### config.mk
export PLATFORM = sky130hd
export DESIGN_NAME = multi_servo_slew_limiter
export DESIGN_NICKNAME = d
export VERILOG_FILES = /design/src/hdl/msl_pkg.sv /design/src/hdl/msl_slot_mem.sv /design/src/hdl/msl_slot_alu.sv /design/src/hdl/multi_servo_slew_limiter.sv
export SDC_FILE = /design/constraint.sdc
export NUM_CORES = 1
export LEC_CHECK = 0
export ABC_AREA = 1
export BUFFER_PORTS_ARGS = -buffer_cell sky130_fd_sc_hd__buf_4
export CAP_MARGIN = 20
export CORE_MARGIN = 2
export CORE_UTILIZATION = 40
export CTS_CLUSTER_DIAMETER = 60
export CTS_CLUSTER_SIZE = 14
export DETAILED_ROUTE_END_ITERATION = 6
export PLACE_DENSITY = 0.66
export SLEW_MARGIN = 20
export SYNTH_ARGS = -nofsm -noshare
export SYNTH_HDL_FRONTEND = slang
export SYNTH_SLANG_ARGS = --single-unit
### constraint.sdc
create_clock -name i_clk -period 6.4 [get_ports i_clk]
set_clock_uncertainty 0.2 [all_clocks]
set_input_delay 0.64 -clock i_clk [delete_from_list [all_inputs] [get_ports i_clk]]
set_output_delay 0.64 -clock i_clk [all_outputs]
set_load 0.005 [all_outputs]
### src/hdl/msl_pkg.sv
package msl_pkg;

    // register indexes of the configuration port
    localparam logic [2:0] CFG_SERVOS_IN_USE    = 3'd0;
    localparam logic [2:0] CFG_MAX_STEP         = 3'd1;
    localparam logic [2:0] CFG_MOVE_HOLD        = 3'd2;
    localparam logic [2:0] CFG_REVERSE_HOLD     = 3'd3;
    localparam logic [2:0] CFG_RETARGET_HOLD    = 3'd4;

    // action codes
    localparam logic ACT_TICK       = 1'b0;
    localparam logic ACT_SET_TARGET = 1'b1;

    localparam logic [7:0]  ANGLE_MAX   = 8'd180;
    localparam logic [7:0]  HOLD_RESET  = 8'd10;
    localparam logic [11:0] PULSE_BASE  = 12'd400;
    // 80 * ceil(2^16 / 9): exact floor(80*a/9) for any 8-bit angle
    localparam logic [19:0] PULSE_RECIP = 20'd582560;

    typedef enum logic [1:0] {
        DIR_NONE = 2'd0,
        DIR_UP   = 2'd1,
        DIR_DOWN = 2'd2
    } t_dir;

    typedef enum logic [1:0] {
        ST_IDLE,
        ST_READ,
        ST_EXEC
    } t_state;

    typedef struct packed {
        logic [7:0] angle;
        logic [7:0] target;
        logic [7:0] hold;
        t_dir       dir;
        logic       pending;
    } t_slot_state;

    typedef struct packed {
        logic [7:0] max_step;
        logic [7:0] move_hold;
        logic [7:0] reverse_hold;
        logic [7:0] retarget_hold;
    } t_move_cfg;

    localparam t_slot_state SLOT_RESET = '{
        angle:   8'd0,
        target:  8'd0,
        hold:    HOLD_RESET,
        dir:     DIR_NONE,
        pending: 1'b0
    };

endpackage

### src/hdl/msl_slot_mem.sv
module msl_slot_mem #(
    parameter int SERVO_SLOTS = 8,
    localparam int IDX_W = (SERVO_SLOTS > 1) ? $clog2(SERVO_SLOTS) : 1
) (
    input  logic                 i_clk,
    input  logic                 i_rst_n,
    input  logic [IDX_W-1:0]     i_rd_addr,
    output msl_pkg::t_slot_state o_rd_data,
    input  logic                 i_wr_en,
    input  logic [IDX_W-1:0]     i_wr_addr,
    input  msl_pkg::t_slot_state i_wr_data
);

    msl_pkg::t_slot_state r_mem [SERVO_SLOTS];
    logic [SERVO_SLOTS-1:0] r_valid;
    msl_pkg::t_slot_state   r_rd_data;

    // entries never written read back as the reset state
    always_ff @(posedge i_clk) begin
        if (!i_rst_n) begin
            r_valid <= '0;
        end else if (i_wr_en) begin
            r_valid[i_wr_addr] <= 1'b1;
        end
    end

    always_ff @(posedge i_clk) begin
        if (i_wr_en) begin
            r_mem[i_wr_addr] <= i_wr_data;
        end
    end

    always_ff @(posedge i_clk) begin
        r_rd_data <= r_valid[i_rd_addr] ? r_mem[i_rd_addr] : msl_pkg::SLOT_RESET;
    end

    assign o_rd_data = r_rd_data;

endmodule

### src/hdl/msl_slot_alu.sv
module msl_slot_alu (
    input  msl_pkg::t_slot_state i_cur,
    input  msl_pkg::t_move_cfg   i_cfg,
    output msl_pkg::t_slot_state o_nxt,
    output logic [10:0]          o_pulse_us,
    output logic                 o_at_rest
);

    logic        up;
    logic [7:0]  delta;
    msl_pkg::t_dir new_dir;
    logic [27:0] prod;
    logic [11:0] pulse_full;

    // pulse from the angle before the update
    assign prod       = 28'(i_cur.angle) * 28'(msl_pkg::PULSE_RECIP);
    assign pulse_full = msl_pkg::PULSE_BASE + prod[27:16];
    assign o_pulse_us = pulse_full[10:0];

    assign up      = i_cur.target > i_cur.angle;
    assign delta   = up ? (i_cur.target - i_cur.angle) : (i_cur.angle - i_cur.target);
    assign new_dir = up ? msl_pkg::DIR_UP : msl_pkg::DIR_DOWN;

    always_comb begin
        o_nxt = i_cur;
        if (i_cur.hold != 8'd0) begin
            o_nxt.hold = i_cur.hold - 8'd1;
        end else if (i_cur.pending && i_cfg.retarget_hold != 8'd0) begin
            o_nxt.hold    = i_cfg.retarget_hold;
            o_nxt.pending = 1'b0;
        end else if (i_cur.angle != i_cur.target) begin
            if (new_dir != i_cur.dir && i_cfg.reverse_hold != 8'd0) begin
                o_nxt.hold = i_cfg.reverse_hold;
            end else begin
                if (delta <= i_cfg.max_step) begin
                    o_nxt.angle = i_cur.target;
                end else if (up) begin
                    o_nxt.angle = i_cur.angle + i_cfg.max_step;
                end else begin
                    o_nxt.angle = i_cur.angle - i_cfg.max_step;
                end
                o_nxt.hold = i_cfg.move_hold;
            end
            o_nxt.dir = new_dir;
        end
    end

    assign o_at_rest = (o_nxt.hold == 8'd0) && (o_nxt.angle == o_nxt.target);

endmodule

### src/hdl/multi_servo_slew_limiter.sv
// tick: busy while it walks the slots in use; each result strobe is registered from a slot's update
//   state and shows in the cycle after it, the last one in the cycle busy drops
// set target: busy through a read and an update state on a slot in use, no result; on a slot
//   not in use it is dropped without going busy, as is a tick with no slots in use
// the state memory's registered read port sets a read state and an update state per slot
// results are single-cycle strobes, the receiver cannot stall them
// synchronous active-low reset restores the state, config and valid flags and every slot's reset state
module multi_servo_slew_limiter #(
    parameter int SERVO_SLOTS = 8
) (
    input  logic        i_clk,
    input  logic        i_rst_n,
    // command channel
    input  logic        i_start,
    output logic        o_busy,
    input  logic        i_action,
    input  logic [2:0]  i_slot,
    input  logic [7:0]  i_target_angle,
    // configuration write port
    input  logic        i_cfg_we,
    input  logic [2:0]  i_cfg_addr,
    input  logic [7:0]  i_cfg_data,
    // result beats
    output logic        o_valid,
    output logic [2:0]  o_servo_index,
    output logic [10:0] o_pulse_us,
    output logic [7:0]  o_angle_now,
    output logic        o_at_rest,
    output logic        o_last_of_tick
);

    localparam int IDX_W = (SERVO_SLOTS > 1) ? $clog2(SERVO_SLOTS) : 1;
    localparam int CNT_W = $clog2(SERVO_SLOTS + 1);
    // common width for comparing a slot number against the slot count
    localparam int CMP_W = (CNT_W > 3) ? CNT_W : 3;

    // configuration registers
    logic [3:0] r_servos_in_use;
    msl_pkg::t_move_cfg r_cfg;

    always_ff @(posedge i_clk) begin
        if (!i_rst_n) begin
            r_servos_in_use     <= 4'd1;
            r_cfg.max_step      <= 8'd1;
            r_cfg.move_hold     <= msl_pkg::HOLD_RESET;
            r_cfg.reverse_hold  <= 8'd0;
            r_cfg.retarget_hold <= 8'd0;
        end else if (i_cfg_we) begin
            unique case (i_cfg_addr)
                msl_pkg::CFG_SERVOS_IN_USE: r_servos_in_use     <= i_cfg_data[3:0];
                msl_pkg::CFG_MAX_STEP:      r_cfg.max_step      <= i_cfg_data;
                msl_pkg::CFG_MOVE_HOLD:     r_cfg.move_hold     <= i_cfg_data;
                msl_pkg::CFG_REVERSE_HOLD:  r_cfg.reverse_hold  <= i_cfg_data;
                msl_pkg::CFG_RETARGET_HOLD: r_cfg.retarget_hold <= i_cfg_data;
                default: begin
                end
            endcase
        end
    end

    // slots actually walked: the register clipped to the slot count
    logic [CNT_W-1:0] n_slots;
    assign n_slots = (32'(r_servos_in_use) > SERVO_SLOTS) ? CNT_W'(SERVO_SLOTS)
                                                          : CNT_W'(r_servos_in_use);

    // sequencer
    msl_pkg::t_state r_state, n_state;
    logic [IDX_W-1:0] r_idx, n_idx;
    logic             r_is_tick, n_is_tick;
    logic [7:0]       r_new_target, n_new_target;

    logic                 accept;
    logic                 slot_ok;
    logic                 last_slot;
    logic                 wr_en;
    msl_pkg::t_slot_state rd_data, wr_data, alu_nxt;
    logic [10:0]          alu_pulse;
    logic                 alu_at_rest;

    assign accept    = i_start && (r_state == msl_pkg::ST_IDLE);
    assign slot_ok   = CMP_W'(i_slot) < CMP_W'(n_slots);
    assign last_slot = (CNT_W'(r_idx) + CNT_W'(1)) == n_slots;

    always_ff @(posedge i_clk) begin
        if (!i_rst_n) begin
            r_state <= msl_pkg::ST_IDLE;
        end else begin
            r_state <= n_state;
        end
    end

    always_ff @(posedge i_clk) begin
        r_idx        <= n_idx;
        r_is_tick    <= n_is_tick;
        r_new_target <= n_new_target;
    end

    always_comb begin
        n_state      = r_state;
        n_idx        = r_idx;
        n_is_tick    = r_is_tick;
        n_new_target = r_new_target;
        wr_en        = 1'b0;
        wr_data      = alu_nxt;
        unique case (r_state)
            msl_pkg::ST_IDLE: begin
                if (accept) begin
                    n_is_tick    = (i_action == msl_pkg::ACT_TICK);
                    // saturate the target on the way in
                    n_new_target = (i_target_angle > msl_pkg::ANGLE_MAX) ? msl_pkg::ANGLE_MAX
                                                                         : i_target_angle;
                    if (i_action == msl_pkg::ACT_TICK) begin
                        n_idx = '0;
                        if (n_slots != '0) begin
                            n_state = msl_pkg::ST_READ;
                        end
                    end else begin
                        n_idx = IDX_W'(i_slot);
                        if (slot_ok) begin
                            n_state = msl_pkg::ST_READ;
                        end
                    end
                end
            end
            msl_pkg::ST_READ: begin
                // memory address is presented this cycle, data lands next cycle
                n_state = msl_pkg::ST_EXEC;
            end
            msl_pkg::ST_EXEC: begin
                wr_en = 1'b1;
                if (r_is_tick) begin
                    wr_data = alu_nxt;
                    if (last_slot) begin
                        n_state = msl_pkg::ST_IDLE;
                    end else begin
                        n_idx   = r_idx + IDX_W'(1);
                        n_state = msl_pkg::ST_READ;
                    end
                end else begin
                    // set target: read-modify-write of one slot
                    wr_data         = rd_data;
                    wr_data.target  = r_new_target;
                    wr_data.pending = 1'b1;
                    n_state         = msl_pkg::ST_IDLE;
                end
            end
            default: begin
                n_state = msl_pkg::ST_IDLE;
            end
        endcase
    end

    assign o_busy = (r_state != msl_pkg::ST_IDLE);

    // per-slot state store
    msl_slot_mem #(
        .SERVO_SLOTS(SERVO_SLOTS)
    ) u_mem (
        .i_clk     (i_clk),
        .i_rst_n   (i_rst_n),
        .i_rd_addr (r_idx),
        .o_rd_data (rd_data),
        .i_wr_en   (wr_en),
        .i_wr_addr (r_idx),
        .i_wr_data (wr_data)
    );

    // shared update and pulse unit, used once per slot
    msl_slot_alu u_alu (
        .i_cur      (rd_data),
        .i_cfg      (r_cfg),
        .o_nxt      (alu_nxt),
        .o_pulse_us (alu_pulse),
        .o_at_rest  (alu_at_rest)
    );

    // result beat register
    logic        r_valid;
    logic [2:0]  r_servo_index;
    logic [10:0] r_pulse_us;
    logic [7:0]  r_angle_now;
    logic        r_at_rest;
    logic        r_last_of_tick;
    logic        emit;

    assign emit = (r_state == msl_pkg::ST_EXEC) && r_is_tick;

    always_ff @(posedge i_clk) begin
        if (!i_rst_n) begin
            r_valid <= 1'b0;
        end else begin
            r_valid <= emit;
        end
    end

    always_ff @(posedge i_clk) begin
        if (emit) begin
            r_servo_index  <= 3'(r_idx);
            r_pulse_us     <= alu_pulse;
            r_angle_now    <= alu_nxt.angle;
            r_at_rest      <= alu_at_rest;
            r_last_of_tick <= last_slot;
        end
    end

    assign o_valid        = r_valid;
    assign o_servo_index  = r_servo_index;
    assign o_pulse_us     = r_pulse_us;
    assign o_angle_now    = r_angle_now;
    assign o_at_rest      = r_at_rest;
    assign o_last_of_tick = r_last_of_tick;

endmodule

==> results.cfg <==
[status]
status = finished, final reports clean

[floorplan]
floorplan.initialDensity = 0.403
ioPinCount = 53
design.die.area_um2 = 42500
placement_rows = 74
design.core.area_um2 = 40600
die_w_um = 206
die-height_um = 206

[worst_setup_path]
cpPeakStageDelay_ps = 740
number_of_buffer_and_inverter_instances_along_the_worst_setup_path = 4
cp-start-kind = flop
worst_path_max_delay_cell = dfxtp_1
r2r_slack_ps = 840
critical_path.cell_chain = inv_1 -> ha_1 -> nand2_1 -> inv_2 -> nand4_2 -> nand2_4 -> inv_1 -> or2_2 -> o221ai_1 -> xnor2_1 -> inv_1 -> ha_1 -> nand2_1 -> nor2_1 -> nand2_1 -> nand2_1 -> nand2_1 -> nand2_1 -> nand2_1 -> nand3_1 -> nand2_1 -> o21ai_0
path_common_cell = nand2_1
rr_startpoint = u_mem.o_rd_data[20]$_SDFF_PN0_
worst-endpoint-required_ps = 6450
cp_data_arrival_time_ps = 5600
critPathTopFamily = simple AND/OR/NAND/NOR gates
setup.worst_path.end_class = flop
reg_to_reg_end = u_mem.r_mem[6][23]$_DFFE_PP_
timing_worst_setup_path_type = flop to flop
reg2regPathDepth = 22
worst_path_fanout_max = 17

[detailed_routing]
dr.pass1.iters = 5
detailroute.wirelength.met2_um = 18800
drt.antenna.violating_nets = 0
top_layer = met4
via_count = 12000
m1WireLength_um = 17600
route.detailed.wl_per_inst_um = 17.5
routed_wl_um = 40200
met3WireLength_um = 2450
via_to_cell_ratio = 5.21
drt_iter0_drc = 1018
post-route-drc-count = 0

[global_routing]
grt_pass1_wl_um = 63200
total_routing_usage_gr = 0.191
grt_overflow_total = 0
initial_antenna_violation_count = 0
grt_pass1_vias = 11600
largest_net_degree_at_the_start_of_global_routing = 93

[placement]
placed_cell_area_um2 = 17300
io_buffers = 52
gp_congestion = 0.898
detailed_place_hpwl_um = 27200
dpl_worst_slack_ps = 834

[cts]
worstSkewPairLatency_ps = 560
clkTransAtPathRegs_ps = 70
postCtsSetupRepairBufs = 0
htree_depth = 1
cts-buffers-inserted = 29
cts-hold-fix-buffers = 0
tritoncts = yes
post_cts_resized = 0
cts.sinks = 326
cts.path.max_buffers = 3
cts_root_buf = clkbuf_16

[power_and_ir_drop]
static_power_due_to_leakage_nw = 7.41
powerDensity_nw_per_um2 = 326
maximum_vdd_drop_mv = 0.187
design_power_total_w = 0.00592

[timing]
rsz0062_at_grt = false
setup_viol = 0
final_period_minus_worst_setup_slack_ps = 5560
setup_tns_ps = 0
final-max-slew-violation-count = 0
final.setup.worst_slack_ps = 845
achievable-frequency_mhz = 180
slew-limit-headroom = 0.252
final-hold-violation-count = 0
final.period_utilization = 0.868
worstMarginPinSlew_ps = 1110

[synthesis]
yosys_warnings = 0
dominantRegCellSynth = edfxtp_1
synth.distinct_cells = 44
synth_sequential_area_ratio = 0.554
post_synthesis_mean_instance_area_um2 = 9.64
synthesis.area_um2 = 16300
syn-instance-count = 1695
yosys_register_bits = 326
synth-async-reset-ratio = 0
synth_enable_flop_cells = 252
syn_nets = 1831

[min_path]
hold_path_startpoint = i_target_angle[7]
min_delay_worst_endpoint = r_new_target[7]$_SDFFCE_PN1P_
timing.hold.worst.class = input pin to flop
hold_depth = 1

[cells_and_area]
area_taken_by_flip_flops_and_latches_um2 = 9050
area_growth_pct = 11.2
antennaDiodeCount = 0
layout-drive-gt1-share = 0.0864
multi_input_area_um2 = 6380
n_fill_cell = 3845
finish.net_count = 1876
post_route_design_area_um2 = 18200

[job]
maxCapViolations = 0
==> report_power, final <==
part | internal [W] | switching [W]
Clock | 0.000868 | 0.000753
Combinational | 0.000604 | 0.00122
Sequential | 0.00241 | 0.0000637
==> worst max path at each step <==
stage	endpoint	start	slack (ps)	cells after the start
3_5_place_dp	u_mem.r_mem[4][23]$_DFFE_PP_	u_mem.o_rd_data[20]$_SDFF_PN0_	830	22
3_3_place_gp	u_mem.r_mem[0][22]$_DFFE_PP_	u_mem.o_rd_data[20]$_SDFF_PN0_	1000	22
4_1_cts	u_mem.r_mem[2][23]$_DFFE_PP_	u_mem.o_rd_data[20]$_SDFF_PN0_	830	22
6_report	u_mem.r_mem[6][23]$_DFFE_PP_	u_mem.o_rd_data[20]$_SDFF_PN0_	840	22
2_1_floorplan	o_pulse_us[10]$_DFFE_PP_	u_mem.o_rd_data[24]$_SDFF_PN0_	1760	20
5_1_grt	u_mem.r_mem[2][23]$_DFFE_PP_	u_mem.o_rd_data[20]$_SDFF_PN0_	340	22
==> metal layers <==
| metal | vias up | global-route usage |
|---|---|---|
| met4 | 0 | 0.0620 |
| met3 | 82 | 0.0295 |
| met5 | - | 0 |
| met2 | 380 | 0.322 |
| li1 | 5828 | - |
| met1 | 5661 | 0.252 |
==> layout make-up <==
class | instances | area share
clock buffer | 45 | 0.0443
clock inverter | 6 | 0.00262
inverter | 190 | 0.0393
multi-input combinational | 1126 | 0.351
sequential | 326 | 0.498
tap | 532 | 0.0366
timing repair buffer | 67 | 0.0277
==> stage by stage <==
| stage | instances | hold WS, ps | util |
|---|---|---|---|
| floorplan | 1695 | 222 | - |
| global placement | 2241 | 238 | 0.427 |
| detailed placement | 2241 | 245 | 0.427 |
| CTS | 2292 | 55.6 | 0.448 |
| global route | 2292 | 47.1 | 0.448 |
| finish | 2292 | 69.0 | 0.448 |
==> cells in the final DEF (no fill, tap or decap), types with 15 or more instances in the layout <==
| cell | instances |
|---|---|
| nor2_1 | 322 |
| edfxtp_1 | 252 |
| nand2_1 | 217 |
| o21ai_0 | 181 |
| inv_1 | 171 |
| ha_1 | 86 |
| a21oi_1 | 80 |
| dfxtp_1 | 74 |
| buf_4 | 67 |
| nand3_1 | 55 |
| clkbuf_16 | 29 |
| a41oi_1 | 25 |
| xor2_1 | 24 |
| fa_1 | 23 |
| nand4_1 | 17 |
| inv_2 | 15 |
==> synthesized netlist by cell type (17+ instances only) <==
| library cell | instances | area share |
|---|---|---|
| nor2_1 | 331 | 0.076 |
| edfxtp_1 | 252 | 0.46 |
| nand2_1 | 218 | 0.050 |
| o21ai_0 | 184 | 0.056 |
| inv_1 | 172 | 0.040 |
| ha_1 | 86 | 0.066 |
| a21oi_1 | 80 | 0.025 |
| dfxtp_1 | 74 | 0.091 |
| nand3_1 | 55 | 0.017 |
| clkbuf_1 | 44 | 0.010 |
| a41oi_1 | 25 | 0.013 |
| xor2_1 | 24 | 0.013 |
| fa_1 | 23 | 0.028 |
| nand4_1 | 17 | 0.0065 |
==> worst reg2reg max path: stages (launching register included) <==
cell	delay, ps
dfxtp_1	740
inv_1	380
ha_1	390
nand2_1	90
inv_2	80
nand4_2	350
nand2_4	350
inv_1	150
or2_2	290
o221ai_1	80
xnor2_1	140
inv_1	50
ha_1	290
nand2_1	50
nor2_1	110
nand2_1	70
nand2_1	140
nand2_1	260
nand2_1	130
nand2_1	50
nand3_1	80
nand2_1	120
o21ai_0	660
==> flip-flops by register name, summed over array words and instances (netlist names) <==
signal	count
u_mem.r_mem	216
r_cfg	32
u_mem.o_rd_data	27
o_pulse_us	11
o_angle_now	8
r_new_target	8
u_mem.r_valid	8
r_servos_in_use	4
o_servo_index	3
r_idx	3
r_state	2
o_at_rest	1
o_last_of_tick	1
o_valid	1
r_is_tick	1
==> logic make-up (layout without fill, tap and decap cells) <==
kind of cell    Yosys count  in the layout  synth area share
xor+xnor                 32             32            0.0172
flops                   326            326             0.554
simple gates            660            660             0.168
compound gates          323            323             0.109
fa+ha+maj               109            109            0.0941
mux                       2              2           0.00123
buf+inv                 243            308            0.0565
No activity file was read; power rests on OpenSTA's default activity.
